--- src/hw/rtl/assert_macros.svh ---
// ----------------------------------------------------------------------------
// assert_macros: shared assertion shorthands for the rigid body integrator
// ----------------------------------------------------------------------------
`ifndef ASSERT_MACROS_SVH
`define ASSERT_MACROS_SVH

// same-cycle implication, disabled while reset is low
`define ASSERT_IMPL(label, clk, rst_n, ante, cons, msg) \
    label: assert property (@(posedge clk) disable iff (!rst_n) (ante) |-> (cons)) \
        else $error(msg);

// next-cycle implication, disabled while reset is low
`define ASSERT_NEXT(label, clk, rst_n, ante, cons, msg) \
    label: assert property (@(posedge clk) disable iff (!rst_n) (ante) |=> (cons)) \
        else $error(msg);

`endif

--- src/hw/rtl/rbi_pkg.sv ---
// ----------------------------------------------------------------------------
// rbi_pkg: shared types and fixed-point helpers
// Body record, result word, register codes and Q16.16 multiply/saturate.
// ----------------------------------------------------------------------------
`default_nettype none

package rbi_pkg;

    // body kinds
    localparam logic [1:0] KIND_STATIC    = 2'd0;
    localparam logic [1:0] KIND_DYNAMIC   = 2'd1;
    localparam logic [1:0] KIND_KINEMATIC = 2'd2;

    // register indexes
    localparam logic [1:0] CFG_GRAVITY_X = 2'd0;
    localparam logic [1:0] CFG_GRAVITY_Y = 2'd1;
    localparam logic [1:0] CFG_TIME_STEP = 2'd2;

    localparam logic [15:0] TIME_STEP_RESET = 16'd1092;
    localparam logic [16:0] Q_ONE           = 17'h10000;
    localparam logic [23:0] FD_MAX          = 24'h010000;

    typedef logic signed [31:0] t_q;
    typedef logic signed [47:0] t_qprod;

    localparam t_q Q_MAX = 32'sh7fffffff;
    localparam t_q Q_MIN = 32'sh80000000;

    typedef struct packed {
        logic [1:0]  body_kind;
        t_q          pos_x;
        t_q          pos_y;
        t_q          vel_x;
        t_q          vel_y;
        t_q          impulse_x;
        t_q          impulse_y;
        t_q          force_x;
        t_q          force_y;
        logic [31:0] body_mass;
        logic [31:0] inv_mass;
        logic [23:0] friction_rate;
    } t_body;

    typedef struct packed {
        t_q new_pos_x;
        t_q new_pos_y;
        t_q new_vel_x;
        t_q new_vel_y;
    } t_result;

    typedef struct packed {
        logic [1:0]  reg_index;
        logic [31:0] reg_data;
    } t_cfg_wr;

    typedef struct packed {
        t_q          gravity_x;
        t_q          gravity_y;
        logic [15:0] time_step;
    } t_cfg;

    // record passed from the velocity unit to the position unit
    typedef struct packed {
        logic [1:0]  kind;
        t_q          pos_x;
        t_q          pos_y;
        t_q          vel_x;
        t_q          vel_y;
        logic [16:0] factor;
    } t_mid;

    // signed q16.16 times unsigned operand, floored back to q16.16 (48 bits kept)
    function automatic t_qprod mul_q(input t_q a, input logic [31:0] b);
        logic signed [64:0] p;
        p = $signed({a[31], a}) * $signed({1'b0, b});
        return p[63:16];
    endfunction

    // saturate a 49-bit value to signed 32
    function automatic t_q sat_q(input logic [48:0] v);
        if (v[48:31] == {18{v[48]}}) begin
            return v[31:0];
        end else if (v[48]) begin
            return Q_MIN;
        end else begin
            return Q_MAX;
        end
    endfunction

    // a plus floored product, saturated
    function automatic t_q add_q(input t_q a, input t_qprod p);
        return sat_q({{17{a[31]}}, a} + {p[47], p});
    endfunction

    // floored product alone, saturated
    function automatic t_q shr_q(input t_qprod p);
        return sat_q({p[47], p});
    endfunction

endpackage

`default_nettype wire

--- src/hw/rtl/rbi_cfg_regs.sv ---
// ----------------------------------------------------------------------------
// rbi_cfg_regs: gravity and time step registers
// Decodes register writes; values feed the pipeline directly.
// ----------------------------------------------------------------------------
`default_nettype none
`include "assert_macros.svh"

module rbi_cfg_regs import rbi_pkg::*; (
    input  wire logic    i_clk,
    input  wire logic    i_rst_n,
    input  wire logic    i_wr_valid,
    input  wire t_cfg_wr i_wr,
    output t_cfg         o_cfg
);

    t_cfg r_cfg;

    // register write decode
    always_ff @(posedge i_clk) begin
        if (!i_rst_n) begin
            r_cfg.gravity_x <= '0;
            r_cfg.gravity_y <= '0;
            r_cfg.time_step <= TIME_STEP_RESET;
        end else if (i_wr_valid) begin
            unique case (i_wr.reg_index)
                CFG_GRAVITY_X: r_cfg.gravity_x <= i_wr.reg_data;
                CFG_GRAVITY_Y: r_cfg.gravity_y <= i_wr.reg_data;
                CFG_TIME_STEP: r_cfg.time_step <= i_wr.reg_data[15:0];
                default: ;
            endcase
        end
    end

    assign o_cfg = r_cfg;

    `ASSERT_NEXT(a_dt_write, i_clk, i_rst_n, i_wr_valid && (i_wr.reg_index == CFG_TIME_STEP), r_cfg.time_step == $past(i_wr.reg_data[15:0]), "time step write lost")

endmodule

`default_nettype wire

--- config.mk ---
export PLATFORM = sky130hd
export DESIGN_NAME = rbi_cfg_regs
export DESIGN_NICKNAME = d
export VERILOG_FILES = /design/src/hw/rtl/rbi_pkg.sv /design/src/hw/rtl/rbi_cfg_regs.sv
export VERILOG_INCLUDE_DIRS = /design/src /design/src/hw/rtl
export SDC_FILE = /design/constraint.sdc
export NUM_CORES = 1
export LEC_CHECK = 0
export BUFFER_PORTS_ARGS = -buffer_cell sky130_fd_sc_hd__buf_2
export CAP_MARGIN = 5
export CORE_AREA = 2 2 120 64
export DETAILED_ROUTE_END_ITERATION = 10
export DIE_AREA = 0 0 122 66
export PLACE_DENSITY = 0.8
export SETUP_SLACK_MARGIN = 0.5
export SLEW_MARGIN = 20
export SYNTH_ARGS = -nofsm -noshare
export SYNTH_HDL_FRONTEND = slang
export SYNTH_SLANG_ARGS = --single-unit
--- constraint.sdc ---
create_clock -name i_clk -period 2.3 [get_ports i_clk]
set_clock_uncertainty 0.2 [all_clocks]
set_input_delay 0.69 -clock i_clk [delete_from_list [all_inputs] [get_ports i_clk]]
set_output_delay 0.69 -clock i_clk [all_outputs]
set_load 0.005 [all_outputs]
# ---- Word-level counts from Yosys, hierarchy flattened
# Index checks and enable logic that the tools add are counted.
dict set report totals {
  inputBits 37
  wordCells 9
  ff_bits 80
  output_inout_bits 80
}
dict set report op_classes {
  n_eq_ne 2
  reduce_logical 4
}
# op count
set ops {}
lappend ops {{2-bit AND reduction} 3}
lappend ops {{2-bit by 1-bit == test with 1-bit output (second input constant)} 1}
lappend ops {{2-bit == test (second input constant)} 1}
lappend ops {{2-bit logical NOT} 1}

# ---- Depth between registers and ports, before layout
# Gate-level depths: netlist of the first run.
dict set report depth {
  ltp_word 2
  depth_mapped 4
  ltp_nobuf 2
}

# ---- Least setup slack after synthesis of the first run
# OpenSTA, ideal clock, no wires.
dict set report synth_path {
  path_kind {input to register}
  start {in i_wr[33] (netlist bit)}
  end {reg r_cfg, in the netlist o_cfg[51]}
  n_path_buf 2
  setup_time_ps 72
  path_stages 4
  arrival_time_ps 1316
  required_ps 2028
  slack_ps 713
  path_cell_list {nor3b_2 buf_6 buf_12 mux2i_1}
}
dict set report synth_via {
  elab_chain_cells 2
}
# element line
set synth_rtl {}
lappend synth_rtl {{from (decl)} rbi_cfg_regs.sv:12} ;# input wire t_cfg_wr i_wr,
lappend synth_rtl {{2-bit logical NOT} rbi_cfg_regs.sv:25} ;# unique case (i_wr.reg_index)
lappend synth_rtl {{2-bit AND reduction (no source line)} -}
lappend synth_rtl {{to (decl)} rbi_cfg_regs.sv:16} ;# t_cfg r_cfg;
# Every way passes these cells.
# A chain may end at the register's enable or synchronous reset.

# ---- Worst setup path after layout of the first run
dict set report layout_path {
  start {reg r_cfg, in the netlist o_cfg[68]}
  end {out o_cfg[68] (netlist bit)}
}
# element line
set layout_rtl {}
lappend layout_rtl {{to (decl)} rbi_cfg_regs.sv:13} ;# output t_cfg o_cfg
# No word-level cell between the ends.

==> results of run 1 <==
metrics by stage:
step | setup slack, ns | std cells | utilization, % | area [um^2] | hold WS, ns
2_1_floorplan | 0.713 | 300 | - | 3060 | 0.251
3_3_place_gp | 0.481 | 496 | 52.4 | 3680 | 0.239
3_5_place_dp | 0.414 | 496 | 52.4 | 3680 | 0.244
4_1_cts | 0.601 | 511 | 56.7 | 3980 | 0.253
5_1_grt | 0.572 | 511 | 56.7 | 3980 | 0.268
6_report | 0.615 | 511 | 56.7 | 3980 | 0.250
cell usage after synthesis, drive strengths merged:
| master | count |
|---|---|
| inv | 3 |
| nand4b | 3 |
| buf | 15 |
| nand2 | 109 |
| clkbuf | 6 |
| o211ai | 3 |
| nor3b | 1 |
| and3b | 1 |
| mux2i | 77 |
| dfxtp | 80 |
| nand3b | 2 |
cell type report:
| type | count | area (um^2) |
|---|---|---|
| fill | 625 | 3040 |
| sequential | 80 | 1600 |
| multi-input combinational | 196 | 1280 |
| timing repair buffer | 121 | 671 |
| clock buffer | 11 | 233 |
| tap | 96 | 120 |
| clock inverter | 4 | 70.1 |
| inverter | 3 | 11.3 |
cells by family (layout without fill, tap and decap cells):
kind of cell	count (synthesis)	count (layout)	synth area share [%]
flip-flops	80	80	52.4
AND/OR/NAND/NOR	116	116	15.6
AO/OA/AOI/OAI	3	3	0.737
buffers and inverters	24	139	6.02
multiplexers	77	77	25.2
metal layers:
metal	share of wire (%)	GRT usage [%]	wire length [um]	vias up
met3	9.1	8.53	617	10
met1	46	20.6	3130	1112
met4	1.2	6.03	83	0
met5	0	0	0	-
li1	-	-	-	1208
met2	44	29.8	2970	79
worst max path at each step:
| stage | endpoint | slack [ns] | cells past startpoint |
|---|---|---|---|
| after CTS | o_cfg[68] | 0.60 | 1 |
| after detailed placement | o_cfg[78] | 0.41 | 4 |
| after floorplan | o_cfg[51] | 0.71 | 4 |
| final | o_cfg[68] | 0.62 | 1 |
| after global routing | o_cfg[50] | 0.57 | 1 |
| after global placement | o_cfg[64] | 0.48 | 4 |
report_power, final:
part	internal, mW	leakage [nW]	total (mW)	switching, mW
Clock	0.940	0.149	1.45	0.508
Combinational	0.118	1.29	0.251	0.132
Sequential	1.44	0.651	1.46	0.0249
Total	2.50	2.09	3.16	0.665
==> out/qor.yml, run 1 <==
logic_synthesis:
  synth_top_area_share_pct: 52.4
  yosysTopAreaCell: "dfxtp_1"
  ys_types: 15
  yosysWarnings: 0
  synthTopCellsByArea: "dfxtp_1 52%, mux2i_1 25%, nand2_1 13%"
  ys_seq_area_share_pct: 52.4
  syn_nets: 337
  synth-seq-cells: 80
  synth_cells: 300
  synthesis.area_mm2: 0.00306
  syn_avg_cell_area_um2: 10.2
drt:
  drc: 0
  viasPerCell: 4.71
  drt_iter0_markers: 78
  ant_nets: 0
  drt-total-wl_um: 6800
  firstDrtPassIters: 4
  vias: 2409
  wl_per_cell_um: 13.3
die:
  floorplan.io_pins: 117
  coreArea_mm2: 0.00702
  start_util_pct: 43.5
  rows: 22
  die_w_um: 122
  die_h_um: 66
  die-area_mm2: 0.00805
timing:
  fin_crit_sh_pct: 73.3
  tns_ns: 0
  fin_crit_ns: 1.68
  hold_violations: 0
  fmax_mhz: 594
  setup_viol: 0
  rsz0062_at_grt: "no"
  slew_headroom_pct: 83.0
  maxSlewViolCount: 0
  tightest_slew_ns: 0.255
critical_path:
  ff2ff_path_depth: 2
  cp_slowest_cell: "dfxtp_1"
  crit_type: "flop to output pin"
  timing.critical_path.buf_inv: 1
  worstReg2RegStart: "o_cfg[45]"
  cp-startpoint: "o_cfg[68]"
  arrival_ns: 0.79
  required_ns: 1.41
  r2r_slack_ns: 1.49
  path_max_fanout: 2
  path_delay_family: "flip-flops"
  cp-start-kind: "flop"
  r2r-end: "o_cfg[45]"
  cp_cell_sequence: "buf_2"
  end_kind: "output pin"
  slowest_delay_ns: 0.35
global_route:
  grt_pass1_vias: 2360
  overflow: 0
  antenna_found_initial: 0
  grt_pass1_wl_um: 11100
  grt_usage_pct: 18.0
  grt_max_degree: 58
hold_path:
  hold_class: "flop to flop"
  hold_depth: 2
  min_from: "o_cfg[79]"
  worstHoldEndpoint: "o_cfg[79]"
clock_tree:
  ctsHoldBuffers: 0
  postCtsSetupBuffers: 0
  cts_root_buf: "clkbuf_16"
  clock_path_buffers: 2
  clock_latency_ns: 0.32
  cts_tree: "built"
  cts_sinks: 80
  numCtsBuffers: 9
  cts_resized: 0
  clk_pin_slew_ns: 0.06
  htree_num_levels: 3
final_layout:
  final_common_cell: "buf_2"
  layout_common_cells: "115 x buf_2, 109 x nand2_1, 80 x dfxtp_1, 77 x mux2i_1, 9 x clkbuf_16"
  insertedDiodeCount: 0
  area_growth_pct: 30.3
  largest_reg_flops: 80
  nets: 448
  drive_gt1_share_pct: 33.0
place:
  io_buffers: 116
  place_congestion: 0.756
  dp_hpwl_um: 4730
pwr:
  p_leak_nw: 2.09
  max-vdd-ir-drop_uv: 377
  cellPowerDensity_mw_per_mm2: 793
  power.total_mw: 3.16
flow_run:
  cap_violations: 0
status:
  status: "finished clean"
Power figures use the tool's default switching activity.
==> run 2, diff against run 1 <==
- clock period: 2.3 -> 1.67 ns (I/O delays scaled with it)
==> out/qor.yml, run 2 (synthesis gave the netlist of run 1 again) <==
drt:
  ant_nets: 0  # unchanged
  drt-total-wl_um: 8840  # +30%
  drt_iter0_markers: 129  # +65%
  vias: 2694  # +12%
  firstDrtPassIters: 4  # unchanged
  wl_per_cell_um: 15.9  # +20%
  drc: 0  # unchanged
  viasPerCell: 4.85  # +2.8%
hold_path:
  worstHoldEndpoint: "o_cfg[39]"
  hold_depth: 3  # +1
  hold_class: "primary input to flop"
  min_from: "i_wr[23]"
timing:
  hold_violations: 0  # unchanged
  worst_slack_ns: 0.178  # -0.437 ns
  fin_crit_sh_pct: 89.4
  rsz0062_at_grt: "yes"
  slew_headroom_pct: 84.6  # +1.6 points
  fin_crit_ns: 1.49
  tightest_slew_ns: 0.231  # -0.0245 ns
  setup_viol: 0  # unchanged
  hold_slack_ns: 0.226  # -0.0244 ns
  fmax_mhz: 670
  maxSlewViolCount: 0  # unchanged
place:
  io_buffers: 116  # unchanged
  dp_hpwl_um: 4990  # +5.5%
  place_congestion: 0.748  # -1.1%
  dp_slack_ns: -0.000564  # -0.415 ns
clock_tree:
  ctsHoldBuffers: 0  # unchanged
  cts_sinks: 80  # unchanged
  cts_tree: "built"
  clock_latency_ns: 0.33  # about the same
  clk_pin_slew_ns: 0.06  # about the same
  htree_num_levels: 3  # unchanged
  numCtsBuffers: 9  # unchanged
  clock_path_buffers: 2  # unchanged
  cts_root_buf: "clkbuf_16"
global_route:
  grt_pass1_wl_um: 13200  # +19%
  overflow: 0  # unchanged
  grt_usage_pct: 22.1  # +4.1 points
  antenna_found_initial: 0  # unchanged
  grt_max_degree: 41  # -29%
  grt_pass1_vias: 2588  # +9.7%
critical_path:
  r2r_slack_ns: 0.69  # -0.80 ns
  timing.critical_path.buf_inv: 1  # unchanged
  path_max_fanout: 2  # unchanged
  cp-start-kind: "flop"
  end_kind: "output pin"
  r2r-end: "o_cfg[31]"
  crit_type: "flop to output pin"
  worstReg2RegStart: "o_cfg[31]"
  path_delay_family: "flip-flops"
  arrival_ns: 0.79  # about the same
  slowest_delay_ns: 0.35  # about the same
  cp_slowest_cell: "dfxtp_2"
  ff2ff_path_depth: 4  # +2
  cp_cell_sequence: "buf_6"
  required_ns: 0.97  # -0.44 ns
  cp_num_cells: 1  # unchanged
die:
  coreArea_mm2: 0.00702  # unchanged
  start_util_pct: 43.5  # unchanged
  die-area_mm2: 0.00805  # unchanged
  die_w_um: 122  # unchanged
  die_h_um: 66  # unchanged
  floorplan.io_pins: 117  # unchanged
  rows: 22  # unchanged
flow_run:
  cap_violations: 0  # unchanged
final_layout:
  nets: 492  # +9.8%
  fillerInstances: 542  # -13%
  largest_reg_flops: 80  # unchanged
  area_growth_pct: 61.1
  insertedDiodeCount: 0  # unchanged
  drive_gt1_share_pct: 57.2  # +24 points
  layout_common_cells: "109 x nand2_1, 81 x buf_2, 80 x dfxtp_2, 76 x mux2i_1, 41 x buf_6"
  final_common_cell: "nand2_1"
pwr:
  cellPowerDensity_mw_per_mm2: 945  # +19%
  max-vdd-ir-drop_uv: 687  # +82%
  p_leak_nw: 2.49  # +19%
  power.total_mw: 4.65  # +47%
status:
  status: "finished clean"
-- run 2: cell types whose count changed in the layout (fill, tap and decap cells not counted), moves of 2 or more --
cell     previous run  this run
dfxtp_1            80         0
dfxtp_2             0        80
buf_6               0        41
buf_2             115        81
buf_4               2        23
buf_16              0         7
buf_12              4        10
buf_8               0         2
-- run 2: worst max-delay path by stage --
| stage | from | to | slack [ns] |
|---|---|---|---|
| floorplan | i_wr[33] | o_cfg[51] | 0.27 |
| global placement | i_wr[33] | o_cfg[64] | 0.05 |
| detailed placement | i_wr[33] | o_cfg[55] | -0.0006 |
| CTS | o_cfg[1] | o_cfg[1] | 0.17 |
| global route | o_cfg[1] | o_cfg[1] | 0.16 |
| finish | o_cfg[0] | o_cfg[0] | 0.18 |
-- run 2: through the flow --
stage	area (um^2)	TNS, ns	utilization [%]	cells
3_3_place_gp	3740	0	53.2	499
4_1_cts	4690	0	66.8	546
5_1_grt	4920	0	70.1	556
6_report	4920	0	70.1	556
2_1_floorplan	3110	0	-	300
3_5_place_dp	3740	-0.000564	53.2	499
-- run 2: cell type report --
| type | count | area, um^2 | area share, % |
|---|---|---|---|
| Clock inverter | 5 | 81.3 | 1.65 |
| Inverter | 3 | 11.3 | 0.229 |
| Clock buffer | 11 | 233 | 4.73 |
| Sequential cell | 80 | 1700 | 34.6 |
| Multi-Input combinational cell | 196 | 1290 | 26.2 |
| Tap cell | 96 | 120 | 2.44 |
| Timing Repair Buffer | 165 | 1490 | 30.2 |
-- run 2: power by group --
group          internal (mW)  switching, mW  total [mW]
registers               1.99         0.0421        2.03
logic                  0.297          0.225       0.523
clock network           1.31          0.786        2.10
-- run 2: timing repair --
item                                   in CTS  in global routing
gates resized for setup                   114                 22
setup endpoints to repair                 157                154
buffers inserted                           24                  9
endpoints found under the hold margin       0                  0
pin swaps                                   2                  1
cloned                                      7                  1
-- run 2: layer usage --
| layer | routed length, um | GRT usage, % | vias to the layer above |
|---|---|---|---|
| li1 | - | - | 1297 |
| met1 | 3910 | 27.8 | 1273 |
| met2 | 4040 | 34.6 | 107 |
| met3 | 727 | 8.36 | 17 |
| met4 | 166 | 8.48 | 0 |
| met5 | 0 | 0 | - |
==> run 3, diff against run 2 <==
- CORE_AREA: 2 2 120 64 -> 2 2 86 88
- DIE_AREA: 0 0 122 66 -> 0 0 88 90
==> out/qor.yml, run 3 (synthesis gave the netlist of run 1 again) <==
status:
  status: "finished clean"
final_layout:
  insertedDiodeCount: 0  # unchanged
  area_growth_pct: 55.1
  fillerInstances: 552  # +1.8%
  final_area_mm2: 0.00474  # -3.7%
  layout_common_cells: "109 x nand2_1, 86 x buf_2, 80 x dfxtp_2, 75 x mux2i_1, 36 x buf_6"
  largest_reg_flops: 80  # unchanged
  seqCellArea_mm2: 0.00170  # unchanged
  drive_gt1_share_pct: 57.1  # about the same
  final_common_cell: "nand2_1"
  multi_input_area_mm2: 0.00131  # +1.8%
  nets: 487  # -1.0%
timing:
  fin_crit_ns: 1.51  # +0.0154 ns
  fin_crit_sh_pct: 90.3  # +0.92 points
  slew_headroom_pct: 85.4  # +0.84 points
  hold_violations: 0  # unchanged
  rsz0062_at_grt: "yes"
  fmax_mhz: 663  # -1.0%
  setup_viol: 0  # unchanged
  maxSlewViolCount: 0  # unchanged
  tightest_slew_ns: 0.218  # -0.0121 ns
critical_path:
  end_kind: "output pin"
  cp-start-kind: "flop"
  slowest_delay_ns: 0.35  # about the same
  path_delay_family: "flip-flops"
  arrival_ns: 0.81  # +0.02 ns
  crit_type: "flop to output pin"
  path_max_fanout: 2  # unchanged
  required_ns: 0.97  # about the same
  timing.critical_path.buf_inv: 1  # unchanged
  cp_cell_sequence: "buf_2"
  cp_slowest_cell: "dfxtp_2"
clock_tree:
  cts_tree: "built"
  clk_pin_slew_ns: 0.08  # +0.02 ns
  ctsHoldBuffers: 0  # unchanged
  cts_sinks: 80  # unchanged
  clock_path_buffers: 2  # unchanged
  clock_latency_ns: 0.34  # about the same
  numCtsBuffers: 9  # unchanged
  cts_root_buf: "clkbuf_8"
  htree_num_levels: 3  # unchanged
die:
  rows: 31  # +41%
  start_util_pct: 43.5  # about the same
  die_w_um: 88  # -28%
  floorplan.io_pins: 117  # unchanged
  die-area_mm2: 0.00792  # -1.6%
  coreArea_mm2: 0.00702  # about the same
  die_h_um: 90  # +36%
place:
  io_buffers: 116  # unchanged
  postPlaceCellArea_mm2: 0.00373  # about the same
  dp_hpwl_um: 4860  # -2.6%
  place_congestion: 0.751  # +0.37%
drt:
  ant_nets: 0  # unchanged
  drc: 0  # unchanged
  drt-total-wl_um: 8630  # -2.4%
  wl_per_cell_um: 15.6  # -2.1%
  viasPerCell: 4.72  # -2.6%
  drt_iter0_markers: 84  # -35%
  firstDrtPassIters: 4  # unchanged
  vias: 2615  # -2.9%
global_route:
  top_usage_layer: "met2"
  antenna_found_initial: 0  # unchanged
  grt_usage_pct: 21.6  # -0.52 points
  overflow: 0  # unchanged
  grt_use_met3_pct: 4.78  # -3.6 points
  grt_max_degree: 44  # +7.3%
  grt_pass1_vias: 2646  # +2.2%
  use_met2_pct: 38.1  # +3.5 points
  grt_use_met1_pct: 25.0  # -2.9 points
  grt_pass1_wl_um: 13100  # -0.63%
pwr:
  max-vdd-ir-drop_uv: 519  # -24%
  power.total_mw: 4.12  # -11%
  p_leak_nw: 2.41  # -3.0%
  cellPowerDensity_mw_per_mm2: 870  # -8.0%
flow_run:
  cap_violations: 0  # unchanged
hold_path:
  hold_class: "primary input to flop"
run 3: changes by cell type in the layout (fill, tap and decap cells not counted), sizes merged:
cell	before	now
buf	164	159
clkbuf	12	11
clkinv	2	1
clkinvlp	1	2
nand3b	2	3
run 3: worst paths after layout:
| path | from | to | slack [ns] | cells after the start |
|---|---|---|---|---|
| worst max-delay path | o_cfg[8] | o_cfg[8] | 0.16 | 1 |
| worst max register to register | o_cfg[58] | o_cfg[58] | 0.65 | 4 |
| worst min register to register | o_cfg[49] | o_cfg[49] | 0.26 | 2 |
| worst min-delay path | i_wr[20] | o_cfg[36] | 0.21 | 3 |
run 3: area by class of cell:
| cell class | instances | area share (%) |
|---|---|---|
| timing repair buffer | 159 | 28.9 |
| clock inverter | 5 | 1.69 |
| tap | 99 | 2.61 |
| multi-input combinational | 197 | 27.7 |
| clock buffer | 11 | 2.98 |
| sequential | 80 | 35.9 |
| inverter | 3 | 0.238 |
run 3: per-layer routing:
| metal | part of all wire [%] | vias up |
|---|---|---|
| li1 | - | 1290 |
| met5 | 0 | - |
| met2 | 53 | 68 |
| met4 | 1.4 | 0 |
| met3 | 4.5 | 11 |
| met1 | 41 | 1246 |
run 3: stage by stage:
step	utilization, %	hold slack (ns)	TNS [ns]	worst slack (ns)	cells
after floorplan	-	0.251	0	0.273	300
after global placement	53.2	0.241	0	0.0664	503
after detailed placement	53.2	0.244	-0.0460	-0.0318	503
after CTS	64.3	0.206	0	0.155	544
after global routing	67.5	0.216	0	0.135	554
final	67.5	0.211	0	0.162	554
run 3: worst reg2reg max path: stages, from the launching register on:
cell and delay, ns:
dfxtp_2 0.33, buf_4 0.13, buf_4 0.12, nand2_1 0.07, mux2i_2 0.07
run 3: power breakdown:
part	internal, mW	leakage [nW]	total [mW]	switching [mW]
logic	0.285	1.62	0.510	0.225
registers	1.99	0.685	2.03	0.0398
clock network	0.881	0.106	1.58	0.704
run 3: timing repair:
action,CTS,global route
buffers inserted,17,10
pin swaps,1,1
setup endpoints to repair,155,160
gates resized for setup,110,28
gates cloned,8,0
endpoints found under the hold margin,0,0
